## config.mk

```make
export PLATFORM = sky130hd
export DESIGN_NAME = sqmf_merge
export DESIGN_NICKNAME = d
export VERILOG_FILES = /design/src/sqmf_pkg.sv /design/src/sqmf_merge.sv
export SDC_FILE = /design/constraint.sdc
export NUM_CORES = 1
export LEC_CHECK = 0
export BUFFER_PORTS_ARGS = -buffer_cell sky130_fd_sc_hd__buf_4
export CAP_MARGIN = 20
export CORE_AREA = 2 2 81 160
export DETAILED_ROUTE_END_ITERATION = 12
export DIE_AREA = 0 0 83 162
export MAX_ROUTING_LAYER = met4
export PLACE_DENSITY = 0.84
export SLEW_MARGIN = 20
export SYNTH_ARGS = -nofsm -noshare
export SYNTH_HDL_FRONTEND = slang
export SYNTH_SLANG_ARGS = --single-unit
```

## constraint.sdc

```tcl
create_clock -name vclk -period 4.5
set_input_delay 0 -clock vclk [all_inputs]
set_output_delay 0 -clock vclk [all_outputs]
set_load 0.03 [all_outputs]
```

## src/sqmf_pkg.sv

```systemverilog
// ----------------------------------------------------------------------------
// sqmf_pkg
// types, constants and defaults shared by the stereo qmf analysis bank
// ----------------------------------------------------------------------------
package sqmf_pkg;

  localparam int unsigned BlockLenDef = 128;
  localparam int unsigned TapCountDef = 32;

  localparam int unsigned SampleW = 16;
  localparam int unsigned AccW    = 40;
  localparam int unsigned RndBias = 16384;
  localparam int unsigned RndShift = 15;
  localparam int unsigned CoefWords = 8;
  localparam int unsigned CfgIdxW = 8;
  localparam int unsigned CfgDataW = 64;

  typedef struct packed {
    logic signed [SampleW-1:0] even_left;
    logic signed [SampleW-1:0] even_right;
    logic signed [SampleW-1:0] odd_left;
    logic signed [SampleW-1:0] odd_right;
  } in_t;

  typedef struct packed {
    logic signed [SampleW-1:0] low_left;
    logic signed [SampleW-1:0] low_right;
    logic signed [SampleW-1:0] high_left;
    logic signed [SampleW-1:0] high_right;
    logic                      block_end;
  } out_t;

  typedef enum logic [2:0] {
    ST_IDLE,
    ST_MAIN,
    ST_FIN,
    ST_TLOAD,
    ST_TRUN,
    ST_TDONE
  } state_e;

endpackage

```

## src/sqmf_merge.sv

```systemverilog
// ----------------------------------------------------------------------------
// sqmf_merge
// adds overlap history to the four lane results and forms low and high bands
// ----------------------------------------------------------------------------
module sqmf_merge (
  input  logic [sqmf_pkg::SampleW-1:0]   b0_left_i,
  input  logic [sqmf_pkg::SampleW-1:0]   b0_right_i,
  input  logic [sqmf_pkg::SampleW-1:0]   b1_left_i,
  input  logic [sqmf_pkg::SampleW-1:0]   b1_right_i,
  input  logic                           use_hist_i,
  input  logic [2*sqmf_pkg::SampleW-1:0] hist_b0_i,
  input  logic [2*sqmf_pkg::SampleW-1:0] hist_b1_i,
  input  logic                           block_end_i,
  output sqmf_pkg::out_t                 out_o
);
  import sqmf_pkg::*;

  logic [SampleW-1:0] o0l, o0r, o1l, o1r;

  always_comb begin
    o0l = b0_left_i;
    o0r = b0_right_i;
    o1l = b1_left_i;
    o1r = b1_right_i;
    if (use_hist_i) begin
      o0l = o0l + hist_b0_i[SampleW-1:0];
      o0r = o0r + hist_b0_i[2*SampleW-1:SampleW];
      o1l = o1l + hist_b1_i[SampleW-1:0];
      o1r = o1r + hist_b1_i[2*SampleW-1:SampleW];
    end
    out_o.low_left   = o0l + o1l;
    out_o.low_right  = o0r + o1r;
    out_o.high_left  = o0l - o1l;
    out_o.high_right = o0r - o1r;
    out_o.block_end  = block_end_i;
  end

endmodule

```

==> results.md <==
- Area grow syn2layout: 26.4%
- DRT iter0 DRCs: ~140
- Slowest cell on the critical path: fa_1
- Startpoint Class: primary input
- Die Y: approximately 160 um
- Max stage delay on crit path: about 0.41 ns
- CP required: approximately 4.5 ns
- Worst-path cell chain: buf_4 > ha_1 > fa_1 > a21o_1 > a21o_1 > a21oi_2 > o211ai_2 > a21o_1 > a21o_1 > xor2_1 > mux2_2 > ha_1 > inv_1 > and2_1 > a221oi_2 > o31ai_1 > a221oi_2 > xor2_1 > buf_4
- Setup CP Type: in -> out
- DRC errors left: 0
- Syn Inst Count: about 800
- Core Box Area: approximately 12000 um^2
- Final WL: 17100 um
- Final setup fails: 0
- PwrDens: ~390 nW/um^2
- Layout fillers: 1095
- Drt first pass iters: 4
- Max Clk Rate: 241 MHz
- Io pins: 195
- Synthesized area: 5930 um^2
- Via/cell ratio: between 5 and 6
- GR Util met1: between 20 and 25%
- Most used cell, CP: a21o_1
- Synth Warn #: 0
- Worst setup EP type: output pin
- Post-synthesis sequential area ratio: 0%
- Fin. Hold Viols: 0
- Initial Util: about 49%
- Met3 usage: under 10%
- Worst hold path type: in -> out
- Routed len/inst: roughly 15 um
- Leak: 3.81 nW
- Status: completed
- Nets: around 1200
- Setup TNS: 0 ns
- I/O Buffers: 193
- Multi-input logic area: 5570 um^2
- Final GP Congestion: ~0.93
- Share of cells above drive strength 1: between 20% and 30%
- Final Cycle Share: approximately 92%
- Max-cap viol count: 0
- Worst path buffer plus inverter count: 3
- Die ar.: between 10000 and 15000 um^2
- Rel. slew slack: between 60% and 70%
- Min cycle time layout: a little over 4 ns
- Hold_buf cts: 0
- Post-Syn Nets: between 1000 and 1500
- Initial antenna violation count: 0
- Die Wd: ~83 um
- Seq. cell area: 0 um^2
- Final ANT Viol Nets: 0
- Final Cell Area: around 7500 um^2
- Total GRT Usage: around a quarter
- Cell row count: 57
- Post-CTS Resized: 0
- Unrepaired setup endpoints after global routing: false
- Overflow after GRT: 0
- Clkbuf count: 0
- Max Slew Vio Count: 0
- Hpwl dp: around 15000 um
- Distinct cells, synth: 63
- Slew at the pin with the worst max-slew slack: ~0.55 ns
- Post-placement cell area: 7490 um^2
- Number of global-route vias before repair: approximately 6700
- Met2 usage: 53.4%
- CP Data Arrival Time: around 4.2 ns
- Pin count of the biggest net entering global routing: 27
- First-pass GRT wire length: between 20000 and 30000 um
- Antenna diodes: 0
- Post-CTS Setup Bufs: 0
- DR vias: about 6400
- GRT busiest layer: met2
- Synthesized area per cell: about 7.4 um^2
- Delay-heaviest family, CP: compound AO/OA/AOI/OAI gates
- Worst vdd ir: approximately 0.35 mV
- Num sequential: 0
- Crit Path Max Fanout: 5
[synth_stat cells, drive strengths merged (2+ instances only)]
library cell,count,area (um^2)
a211oi,4,30.0
o41ai,3,26.3
and2,5,31.3
clkbuf,6,22.5
nor3,23,125
a21o,33,248
o211ai,6,55.1
nand3,15,75.1
a21oi,92,468
o21a,9,67.6
nand2,40,150
a211o,3,26.3
xor2,31,272
a31oi,4,25.0
xnor2,70,613
nand2b,6,37.5
a311oi,3,32.5
o21ai,36,180
inv,72,270
o31ai,11,82.6
nor2,62,233
nor2b,11,68.8
ha,120,1500
mux2i,7,70.1
mux2,42,477
or3,8,50.1
or4,2,15.0
and3,7,43.8
a221oi,6,71.3
a21boi,3,22.5
fa,8,160
a22o,2,17.5
o21bai,15,113
a41o,2,20.0
buf,14,70.1
[logic make-up after synthesis]
family | after synthesis | share of synthesized area [%]
AND/OR/NAND/NOR | 186 | 14.9
buffers and inverters | 92 | 6.12
XOR/XNOR | 101 | 14.9
AO/OA/AOI/OAI | 242 | 26.8
adder cells (fa/ha/maj) | 128 | 28.0
multiplexers | 49 | 9.22
[where the power goes]
part           internal, mW  total (mW)  switching, mW
logic                  1.17        2.90           1.73
registers                 0           0              0
clock network             0           0              0
total                  1.17        2.90           1.73
[through the flow]
stage,total power [mW],hold slack [ns],worst slack [ns],std cells,util [%]
after floorplan,2.01,0.132,0.635,798,-
after global placement,2.85,0.000354,0.457,1121,61.4
after detailed placement,2.89,0.000354,0.397,1121,61.4
after CTS,2.90,0.000354,0.373,1121,61.4
after global routing,3.11,0.0000555,0.104,1121,61.4
final,2.90,0.0000132,0.353,1121,61.4
[layer usage]
metal / routed length [um] / up-vias / share of wire, %
li1: - / 3208 / -
met1: 5850 / 2964 / 34
met2: 9930 / 190 / 58
met3: 535 / 54 / 3.1
met4: 807 / 0 / 4.7
met5: 0 / - / 0
[cell usage in the layout (no fill, tap or decap), drive strengths merged, types with 23 or more instances in the layout]
cell type and count:
nand2 40, xnor2 70, a21oi 92, o21ai 36
inv 72, mux2 42, xor2 31, ha 120
nor2 62, buf 196, nor3 23, a21o 33
[cell type report]
class | count | share of cell area, %
inverter | 72 | 3.61
timing repair buffer | 196 | 19.6
multi-input combinational | 706 | 74.3
tap | 147 | 2.45
[worst paths after layout]
path                 startpoint        end  slack, ns  depth (start not counted)
setup / recovery  b1_right_i[0]  out_o[16]       0.35                         19
hold / removal      block_end_i   out_o[0]    0.00001                          0
(Power assumes the default switching activity.)
