### config.mk
export PLATFORM = sky130hd
export DESIGN_NAME = sqmf_lane
export DESIGN_NICKNAME = d
export VERILOG_FILES = /design/src/sqmf_pkg.sv /design/src/sqmf_lane.sv
export SDC_FILE = /design/constraint.sdc
export NUM_CORES = 1
export LEC_CHECK = 0
export ABC_AREA = 1
export BUFFER_PORTS_ARGS = -buffer_cell sky130_fd_sc_hd__buf_2
export CAP_MARGIN = 15
export CORE_MARGIN = 2
export CORE_UTILIZATION = 30
export DETAILED_ROUTE_END_ITERATION = 8
export SLEW_MARGIN = 5
export SYNTH_ARGS = -nofsm -noshare
export SYNTH_HDL_FRONTEND = slang
export SYNTH_SLANG_ARGS = --single-unit
### constraint.sdc
create_clock -name clk_i -period 4.7 [get_ports clk_i]
set_input_delay 0.47 -clock clk_i [delete_from_list [all_inputs] [get_ports clk_i]]
set_output_delay 0.47 -clock clk_i [all_outputs]
set_load 0.01 [all_outputs]
### src/sqmf_pkg.sv
// ----------------------------------------------------------------------------
// sqmf_pkg
// types, constants and defaults shared by the stereo qmf analysis bank
// ----------------------------------------------------------------------------
package sqmf_pkg;

  localparam int unsigned BlockLenDef = 128;
  localparam int unsigned TapCountDef = 32;

  localparam int unsigned SampleW = 16;
  localparam int unsigned AccW    = 40;
  localparam int unsigned RndBias = 16384;
  localparam int unsigned RndShift = 15;
  localparam int unsigned CoefWords = 8;
  localparam int unsigned CfgIdxW = 8;
  localparam int unsigned CfgDataW = 64;

  typedef struct packed {
    logic signed [SampleW-1:0] even_left;
    logic signed [SampleW-1:0] even_right;
    logic signed [SampleW-1:0] odd_left;
    logic signed [SampleW-1:0] odd_right;
  } in_t;

  typedef struct packed {
    logic signed [SampleW-1:0] low_left;
    logic signed [SampleW-1:0] low_right;
    logic signed [SampleW-1:0] high_left;
    logic signed [SampleW-1:0] high_right;
    logic                      block_end;
  } out_t;

  typedef enum logic [2:0] {
    ST_IDLE,
    ST_MAIN,
    ST_FIN,
    ST_TLOAD,
    ST_TRUN,
    ST_TDONE
  } state_e;

endpackage

### src/sqmf_lane.sv
// ----------------------------------------------------------------------------
// sqmf_lane
// serial multiply-accumulate lane with saturating accumulator and rounding
// ----------------------------------------------------------------------------
module sqmf_lane (
  input  logic                               clk_i,
  input  logic                               rst_ni,
  input  logic                               clear_i,
  input  logic                               en_i,
  input  logic signed [sqmf_pkg::SampleW-1:0] sample_i,
  input  logic signed [sqmf_pkg::SampleW-1:0] coef_i,
  output logic        [sqmf_pkg::SampleW-1:0] result_o
);
  import sqmf_pkg::*;

  localparam logic signed [AccW:0] AccMax = {2'b00, {(AccW-1){1'b1}}};
  localparam logic signed [AccW:0] AccMin = {2'b11, {(AccW-1){1'b0}}};

  logic signed [AccW-1:0]      acc_q, acc_d;
  logic signed [2*SampleW-1:0] prod;
  logic signed [AccW:0]        sum;
  logic        [AccW:0]        rnd;

  assign prod = sample_i * coef_i;
  assign sum  = {acc_q[AccW-1], acc_q} + (AccW+1)'(prod);

  always_comb begin
    if (sum > AccMax) begin
      acc_d = AccMax[AccW-1:0];
    end else if (sum < AccMin) begin
      acc_d = AccMin[AccW-1:0];
    end else begin
      acc_d = sum[AccW-1:0];
    end
  end

  always_ff @(posedge clk_i or negedge rst_ni) begin
    if (!rst_ni) begin
      acc_q <= '0;
    end else if (clear_i) begin
      acc_q <= '0;
    end else if (en_i) begin
      acc_q <= acc_d;
    end
  end

  assign rnd      = {acc_q[AccW-1], acc_q} + (AccW+1)'(RndBias);
  assign result_o = rnd[RndShift+SampleW-1:RndShift];

endmodule

==> flow_metrics.py <==
metrics = {
    "critical_path": {
        "cp-start-kind": "input port",
        "r2r_end": "acc_q[5]",
        "r2r_cells": 24,
        "rr_startpoint": "acc_q[15]",
        "worst-r2r-setup-slack_ns": -0.33,
        "arrival_ns": 6.06,
        "required_ns": 4.88,
        "end_kind": "flip-flop",
        "cp_max_fo": 8,
        "criticalPathCategory": "input port to flip-flop",
    },
    "placement": {
        "dp.cells": 2978,
        "placed_area_um2": 18610,
        "gp_congestion": 0.8705,
        "dpl.hpwl_mm": 37.39,
        "dp_slack_ns": -1.758,
        "io_buffers": 51,
    },
    "clocking": {
        "cts_buffer_depth": 2,
        "cts-hold-fix-buffers": 0,
        "clkLatencyLatePin_ns": 0.29,
        "ctsHtreeMaxLevel": 2,
        "clock-root-buffer": "clkbuf_16",
        "cts.sinks": 40,
        "path_clk_slew_ns": 0.07,
        "cts_tree": "yes",
        "cts_buffers": 5,
    },
    "routing": {
        "ant_nets": 0,
        "wl_met3_mm": 1.109,
        "vias": 13230,
        "wl_met1_mm": 18.87,
        "routed_wl_mm": 43.77,
        "met2_length_mm": 22.45,
        "drt-initial-drc-count": 571,
        "drc": 0,
        "routed.top_layer": "met4",
        "wire_per_inst_um": 14.45,
        "first_pass_iters": 5,
        "viasPerCell": 4.365,
    },
    "timing": {
        "worst_pin_slew_ns": 1.092,
        "clock_skew_ns": 0.003371,
        "rsz0062_at_grt": "true",
        "setup_viol": 40,
        "tns_ns": -44.99,
        "max_slew_margin_pct": 27.05,
        "finalCritPeriodShare_pct": 125.2,
        "worst_slack_ns": -1.182,
        "finalMaxSlewViolations": 0,
        "fmax_mhz": 170.0,
        "final_hold_viol_count": 0,
        "period_minus_slack_ns": 5.882,
    },
    "grt": {
        "antenna_found_initial": 0,
        "grt_max_degree": 41,
        "grt_pass1_wl_mm": 72.13,
        "grt_pass1_vias": 14390,
        "overflow": 0,
        "grt_usage_pct": 16.63,
    },
    "floorplan": {
        "rows": 83,
        "die_y_um": 232.7,
        "io_pins": 52,
        "die_x_um": 232.7,
        "die_area_um2": 54150,
        "initial_core_util_pct": 30.47,
        "core_area_um2": 51510,
    },
    "synthesis": {
        "avgSynthCellArea_um2": 7.555,
        "syn-num-nets": 2566,
        "synth-seq-cells": 40,
        "syn_area_um2": 15690,
        "synth_cell_types": 36,
        "ys_warn_count": 0,
        "ys_seq_area_share_pct": 6.379,
        "syn_inst": 2077,
    },
    "min_path": {
        "min_path_type": "input port to asynchronous set/reset pin",
    },
    "layout": {
        "n_fill_cell": 5258,
        "layout_common_cells": "inv_1, nand2_1, fa_1, buf_4, ha_1",
        "layout.nets": 2839,
        "areaGrowthSynthToFinish_pct": 28.03,
        "top_register": "acc_q",
        "largest_reg_flops": 40,
        "mostFrequentLayoutCell": "inv_1",
        "fin_cells": 3030,
        "final_area_um2": 20090,
        "layout-drive-gt1-share_pct": 23.19,
        "reg_top3": "acc_q (40)",
        "diodes": 0,
    },
    "outcome": {
        "violations": "setup timing",
        "outcome": "finished, violations left",
    },
    "flow_run": {
        "cap_violations": 0,
    },
}
[worst max-delay path by stage]
| stage | start | end | slack, ns | depth (start not counted) |
|---|---|---|---|---|
| 2_1_floorplan | coef_i[3] | acc_q[37] | -1.14 | 27 |
| 3_3_place_gp | coef_i[7] | acc_q[30] | -1.71 | 23 |
| 3_5_place_dp | coef_i[7] | acc_q[30] | -1.76 | 23 |
| 4_1_cts | sample_i[15] | acc_q[10] | -1.18 | 28 |
| 5_1_grt | sample_i[13] | acc_q[11] | -1.40 | 28 |
| 6_report | sample_i[15] | acc_q[5] | -1.18 | 25 |
[cells in the mapped netlist]
library cell / number / area share, %
nand3_1: 69 / 2.2
o21bai_1: 7 / 0.33
o21ai_0: 5 / 0.16
buf_2: 3 / 0.096
ha_1: 119 / 9.5
o31ai_1: 1 / 0.048
nor4b_1: 1 / 0.056
buf_6: 3 / 0.22
a21boi_0: 2 / 0.096
nand3_4: 1 / 0.11
nand3b_1: 3 / 0.14
nor2_2: 7 / 0.28
clkbuf_1: 68 / 1.6
o211a_1: 1 / 0.064
a21o_1: 3 / 0.14
nor3b_4: 1 / 0.12
or2_2: 1 / 0.040
nand2_1: 580 / 14
xnor2_1: 9 / 0.50
fa_1: 334 / 43
inv_1: 635 / 15
nand2_2: 6 / 0.24
o21a_1: 1 / 0.048
and2_1: 2 / 0.080
nand3b_4: 1 / 0.13
nor3_2: 1 / 0.064
a21oi_1: 33 / 1.1
nor4_1: 1 / 0.040
xor2_1: 28 / 1.6
nor2_1: 77 / 1.8
o211ai_1: 1 / 0.048
nand3_2: 2 / 0.13
nor3_1: 12 / 0.38
dfrtp_1: 40 / 6.4
inv_2: 9 / 0.22
nand4_1: 10 / 0.40
[routing by layer]
metal  vias up  global-route usage (%)
li1       6371                       -
met1      6569                   21.04
met2       214                   30.23
met3        73                  0.9926
met4         0                   5.275
met5         -                       0
[repair_timing]
item | 4_1_cts | 5_1_grt
pin swaps | 44 | 52
gates resized for setup | 132 | 101
cloned | 3 | 3
buffers inserted | 28 | 12
setup endpoints to repair | 40 | 40
[area by class of cell]
cell class / count / area, um^2 / share of cell area (%)
multi-input cells: 1319 / 12830 / 63.88
well taps: 680 / 850.8 / 4.235
repair buffers: 340 / 2839 / 14.13
clock buffers: 6 / 128.9 / 0.6415
clock inverters: 1 / 5.005 / 0.02491
inverters: 644 / 2432 / 12.11
flip-flops and latches: 40 / 1001 / 4.982
[metrics by stage]
step / utilization (%) / hold slack [ns]
4_1_cts: 37.94 / 0.4053
2_1_floorplan: - / 0.1744
3_5_place_dp: 36.13 / 0.4828
6_report: 39.00 / 0.3727
5_1_grt: 39.00 / 0.4479
3_3_place_gp: 36.13 / 0.4734
[logic make-up after synthesis]
logic type	after synthesis	synth area share, %
AO/OA/AOI/OAI	54	1.993
XOR/XNOR	37	2.065
AND/OR/NAND/NOR	775	20.12
adder cells (fa/ha/maj)	453	52.10
flip-flops	40	6.379
buffers and inverters	718	17.34
[critical path: stages]
cell and delay (ns):
buf_12 0.12, buf_12 0.14, nand2_4 0.05, fa_2 0.62, fa_1 0.44, buf_6 0.15, fa_2 0.56, fa_2 0.53
buf_6 0.16, fa_1 0.52, inv_2 0.05, fa_2 0.47, ha_4 0.33, buf_6 0.11, nand2_4 0.05, nor2_4 0.11
nand2_2 0.09, nor2_4 0.11, nand3_2 0.10, nand4_1 0.18, buf_4 0.16, nand3_4 0.14, clkbuf_16 0.22, nand3_1 0.07
nand2_1 0.07
Power is not shown: default switching activity piles up to over one toggle a cycle in this logic, so the estimate is an artifact.
